<file path="src/hw/rtl/assert_macros.svh">
// assertion helpers shared by the rtl
`ifndef ASSERT_MACROS_SVH
`define ASSERT_MACROS_SVH

// property holds on every clock edge outside reset
`define ASSERT_ALWAYS(label, prop, msg) \
    label: assert property (@(posedge clk) disable iff (!rst_n) (prop)) else $error(msg);

// implication with next-cycle consequent
`define ASSERT_NEXT(label, ante, cons, msg) \
    label: assert property (@(posedge clk) disable iff (!rst_n) (ante) |=> (cons)) else $error(msg);

`endif

</file>
<file path="src/hw/rtl/atan2_pkg.sv">
`default_nettype none
package atan2_pkg;
    localparam int CoordWidth = 16;
    localparam int MagWidth = CoordWidth;
    localparam int FracBits = 13;
    localparam int CoefBits = 10;
    localparam int AngleWidth = FracBits + 3;
    localparam int ProdWidth = 2 * MagWidth;
    localparam int DenWidth = 2 * MagWidth + CoefBits + 1;
    localparam int NumWidth = ProdWidth + FracBits + CoefBits;
    localparam int QuotWidth = FracBits + 2;
    localparam int DivSteps = QuotWidth;
    localparam int QueueDepth = 4;
    localparam int QueuePtrWidth = 2;

    localparam logic [AngleWidth-1:0] PiQ = AngleWidth'(25736);
    localparam logic [AngleWidth-1:0] HalfPiQ = AngleWidth'(12868);

    typedef enum logic [1:0] {
        KIND_ZERO_X = 2'd0,
        KIND_Y_SMALL = 2'd1,
        KIND_Y_BIG = 2'd2
    } kind_t;

    // classified item handed from front to back
    typedef struct packed {
        kind_t kind;
        logic neg_y;
        logic neg_x;
        logic zero_y;
        logic [MagWidth-1:0] big;
        logic [MagWidth-1:0] lesser;
    } work_t;

    // control state carried alongside a division
    typedef struct packed {
        kind_t kind;
        logic neg_y;
        logic neg_x;
        logic zero_y;
    } tag_t;
endpackage
`default_nettype wire

</file>
<file path="src/hw/rtl/atan2_front.sv">
`default_nettype none
`include "assert_macros.svh"
module atan2_front (
    input wire logic clk,
    input wire logic rst_n,
    input wire logic in_valid,
    output logic in_ready,
    input wire logic [atan2_pkg::CoordWidth-1:0] y_value,
    input wire logic [atan2_pkg::CoordWidth-1:0] x_value,
    output logic q_valid,
    input wire logic q_ready,
    output atan2_pkg::work_t q_data
);
    localparam int D = atan2_pkg::QueueDepth;
    localparam int P = atan2_pkg::QueuePtrWidth;

    atan2_pkg::work_t mem [D];
    logic [P-1:0] wr_reg, wr_next, rd_reg, rd_next;
    logic [P:0] cnt_reg, cnt_next;
    atan2_pkg::work_t cls;
    logic [atan2_pkg::MagWidth-1:0] ay, ax;
    logic push, pop;

    always_comb
    begin
        ay = y_value[atan2_pkg::CoordWidth-1] ? (~y_value + 1'b1) : y_value;
        ax = x_value[atan2_pkg::CoordWidth-1] ? (~x_value + 1'b1) : x_value;
        cls.neg_y = y_value[atan2_pkg::CoordWidth-1];
        cls.neg_x = x_value[atan2_pkg::CoordWidth-1];
        cls.zero_y = (ay == '0);
        if (ax == '0)
        begin
            cls.kind = atan2_pkg::KIND_ZERO_X;
            cls.big = ay;
            cls.lesser = ax;
        end
        else if (ay < ax)
        begin
            cls.kind = atan2_pkg::KIND_Y_SMALL;
            cls.big = ax;
            cls.lesser = ay;
        end
        else
        begin
            cls.kind = atan2_pkg::KIND_Y_BIG;
            cls.big = ay;
            cls.lesser = ax;
        end
    end

    assign in_ready = (cnt_reg != (P+1)'(D));
    assign q_valid = (cnt_reg != '0);
    assign q_data = mem[rd_reg];
    assign push = in_valid && in_ready;
    assign pop = q_valid && q_ready;

    always_comb
    begin
        wr_next = push ? wr_reg + 1'b1 : wr_reg;
        rd_next = pop ? rd_reg + 1'b1 : rd_reg;
        cnt_next = cnt_reg + (P+1)'(push) - (P+1)'(pop);
    end

    always_ff @(posedge clk or negedge rst_n)
    begin
        if (!rst_n)
        begin
            wr_reg <= '0;
            rd_reg <= '0;
            cnt_reg <= '0;
        end
        else
        begin
            wr_reg <= wr_next;
            rd_reg <= rd_next;
            cnt_reg <= cnt_next;
        end
    end

    always_ff @(posedge clk)
    begin
        if (push)
        begin
            mem[wr_reg] <= cls;
        end
    end

    `ASSERT_ALWAYS(a_cnt_bound, cnt_reg <= (P+1)'(D), "queue count beyond depth")
    `ASSERT_ALWAYS(a_ptr_match, (cnt_reg[P-1:0] == wr_reg - rd_reg), "queue pointers off")
endmodule
`default_nettype wire

</file>
<file path="config.mk">
export PLATFORM = sky130hd
export DESIGN_NAME = atan2_front
export DESIGN_NICKNAME = d
export VERILOG_FILES = /design/src/hw/rtl/atan2_pkg.sv /design/src/hw/rtl/atan2_front.sv
export VERILOG_INCLUDE_DIRS = /design/src /design/src/hw/rtl
export SDC_FILE = /design/constraint.sdc
export NUM_CORES = 1
export LEC_CHECK = 0
export BUFFER_PORTS_ARGS = -buffer_cell sky130_fd_sc_hd__buf_2
export CAP_MARGIN = 10
export CORE_MARGIN = 5
export CORE_UTILIZATION = 30
export CTS_BUF_LIST = sky130_fd_sc_hd__clkbuf_16
export DETAILED_ROUTE_END_ITERATION = 10
export PLACE_DENSITY = 0.48
export SETUP_SLACK_MARGIN = 0.05
export SYNTH_ARGS = -nofsm -noshare
export SYNTH_HDL_FRONTEND = slang
export SYNTH_SLANG_ARGS = --single-unit
</file>
<file path="constraint.sdc">
create_clock -name clk -period 2.8 [get_ports clk]
set_clock_uncertainty 0.15 [all_clocks]
set_input_delay 0.14 -clock clk [delete_from_list [all_inputs] [get_ports clk]]
set_output_delay 0.14 -clock clk [all_outputs]
set_load 0.02 [all_outputs]
</file>
==> qor.txt <==
Antenna Cells: 0
I/O Buffers: 74
TritonCTS clock tree: built
Drt total wl: 19.4 mm
Cells after DPL: 966
Initial core utilization: 30.3%
Combinational share of power: 40.1%
Worst-Margin Slew: 610 ps
Async SR Flop Fraction: 4.52%
Rel. slew slack: 59.3%
Setup violators final: 136
Max Buffers Root-to-Sink: 2
Post-Synth Simple-Gate Area: 6.26%
Count of pins over their slew limit: 0
Clock Latency Late Sink: 420 ps
# IOs: 75
Layout cells sized above 1: 55.3%
Die Height: 167 um
Post-Syn Area: 7350 sq um
CP startpoint kind: primary input
End of the worst hold path: mem[2][16]
EDFF count, synth: 148
Cell Int Power: 0.00609 W
CTS clk-pin slew, worst paths: 60 ps
Die ar.: 27700 sq um
Switching pwr: 0.00323 W
Fin crit period: 3250 ps
Hold Fails Final Rpt: 0
Final core occ: 43.9%
Area of placed instances: 9300 sq um
Post-synthesis net count: 507
Drt pass-1 iters: 4
Failing checks: setup timing
Seq cells post-synth: 155
Fin area: 10600 sq um
WL/cell: 19.1 um
Seq/Total Area, Yosys: 62.8%
Worst reg2reg startpoint: cnt_reg[1]
Final std cells w/o fill: 1017
Final setup TNS: -49920 ps
Final period utilization: 116%
Hpwl dp: 13.7 mm
YS warnings: 0
Rows: 57
Root Driver: clkbuf_16
Worst vdd ir: 0.351 mV
Vias in the first global route: 5289
Fin worst setup slack: -448 ps
GRT Overall Usage: 14.2%
Max Fclk: 308 MHz
Chip Width: 167 um
Fraction of the mapped netlist area in compound gates: 4.87%
First-pass GRT wire length: 30.2 mm
Most common cell after layout, fill and taps aside: edfxtp_1
Worst endpoint required time: 2950 ps
Count of cell types in the netlist: 55
Layout area overhead: 44.8%
GPL Wtd Cong: 0.842
Mux contribution to synthesized area: 15.2%
Critical path's slowest cell: or4b_4
Largest net degree at the start of global routing: 38
Adder-cell share of the synthesized area: 4.19%
GRT overflow: 0
Critical Path End Type: flop
Pwr per Cell Area: 874 nW/um^2
Core Region: 24200 sq um
Flop2flop setup slack: 360 ps
R2R depth: 9
Synthesized area per cell: 16.4 sq um
WS Path Type: in -> reg
1st-iter DRT viols: 240
Max-Cap Viols: 0
RSZ-0062 raised after global routing: true
Min-delay src: y_value[0]
Lkg Pwr: 4.00 nW
Worst Path Max Fanout: 5
H-tree Lvls: 4
Net count, final: 740
DR vias/cell: 4.72
Seq pwr share: 36.2%
CTS Buf Count: 17
Hold Path Class: in -> reg
Syn Inst Count: 447
Crit path cell chain: buf_12 -> inv_16 -> ha_4 -> or4b_4 -> or3_4 -> buf_6 -> o21ai_4 -> xor2_2 -> ha_1 -> nand4_1 -> buf_4 -> a21oi_4 -> nor4_4 -> o21a_4 -> buf_4 -> buf_12 -> mux2i_4 -> buf_6
DRC viols: 0
Clock Power Share: 23.7%
Main combinational cell family by area after synthesis: multiplexers
Post-synthesis xor/xnor area fraction: 3.80%
Most frequent cells in the layout: edfxtp_1 (148), buf_4 (128), buf_2 (70), mux4_2 (37), inv_1 (24)
Number of flip-flops in the largest register: 148
Post-route antenna net violation count: 0
Min Hold Slack: 182 ps
Net Sw Frac: 34.6%
Vias: 4798
WHS Path Cells: 4
Clk sink count: 155
Run status: complete, but fails checks
Data arrival, critical path: 3400 ps
Initial antenna violation count: 0
Main synth FF type: edfxtp_1
R2R Path End: cnt_reg[2]
Max stage delay on crit path: 450 ps
## worst max-delay path, delay by kind of cell
family	cells	cell delay (ps)
xor+xnor	1	160
buf+inv	7	830
fa+ha+maj	2	370
mux	1	290
compound gates	3	390
simple gates	4	1210
## what timing repair did
item,4_1_cts,5_1_grt
hold buffers,6,0
cloned,2,1
hold endpoints to repair,19,0
resized for setup,91,13
endpoints found under the setup margin,136,136
pin swaps,21,6
setup buffers,10,5
## area by class of cell
cell class,instances,area [sq um]
tap,324,405
timing repair buffer,230,1770
clock buffer,17,425
sequential,155,4620
multi-input combinational,248,3150
fill,2194,13600
clock inverter,15,149
inverter,28,134
## power groups by stage
stage | Sequential, W | Combinational (W) | Clock, W
4_1_cts | 0.00338 | 0.00376 | 0.00226
3_3_place_gp | 0.00340 | 0.00340 | 0
3_5_place_dp | 0.00343 | 0.00343 | 0
5_1_grt | 0.00342 | 0.00402 | 0.00236
6_report | 0.00337 | 0.00374 | 0.00220
2_1_floorplan | 0.00335 | 0.00220 | 0
## kinds of logic after synthesis
group	count (synthesis)
adders and majority gates	24
buffers and inverters	44
DFF	155
and+or+nand+nor	80
AOI/OAI and AO/OA	48
xor gates and xnor gates	31
muxes	65
## per-layer routing
layer / up-vias / wire length [um] / global-route usage, %
met2: 96 / 10300 / 25.3
met5: - / 0 / 0
met4: 0 / 263 / 3.95
met3: 18 / 741 / 2.80
li1: 2242 / - / -
met1: 2442 / 8160 / 17.5
## worst max-delay path by stage
stage                       to  depth (start not counted)  slack [ps]       start
floorplan           mem[0][29]                         15        -720  x_value[0]
global placement     mem[0][7]                         13       -1090  x_value[1]
detailed placement   mem[0][7]                         13       -1160  x_value[1]
CTS                 mem[2][10]                         18        -430  x_value[0]
global route         mem[3][7]                         17        -600  x_value[0]
finish              mem[1][25]                         18        -450  x_value[0]
## cells in the mapped netlist (3+ instances only)
master      n  area share (%)
edfxtp_1  148              60
mux4_2     37              11
inv_1      28             1.4
mux2i_1    27             3.7
ha_1       23             3.9
xor2_1     19             2.3
nor2_1     15            0.77
nand2_1    12            0.61
xnor2_1    11             1.3
a21oi_1     7            0.48
dfrtp_1     7             2.4
nand3_1     7            0.48
o21ai_0     7            0.48
buf_1       6            0.31
clkbuf_1    6            0.31
o41ai_1     6            0.71
a211oi_1    5            0.51
a21o_1      5            0.51
nor3_1      5            0.34
or2_2       5            0.43
or3_1       5            0.43
and3_1      4            0.34
nand4_1     4            0.34
nor4_1      4            0.34
o31ai_1     4            0.41
a31oi_1     3            0.26
or4_1       3            0.31
## metrics by stage
stage / worst slack [ps] / total power [W]
4_1_cts: -430 / 0.00940
2_1_floorplan: -721 / 0.00555
3_3_place_gp: -1090 / 0.00680
3_5_place_dp: -1160 / 0.00686
5_1_grt: -596 / 0.00980
6_report: -448 / 0.00931
(Power assumes the default switching activity.)
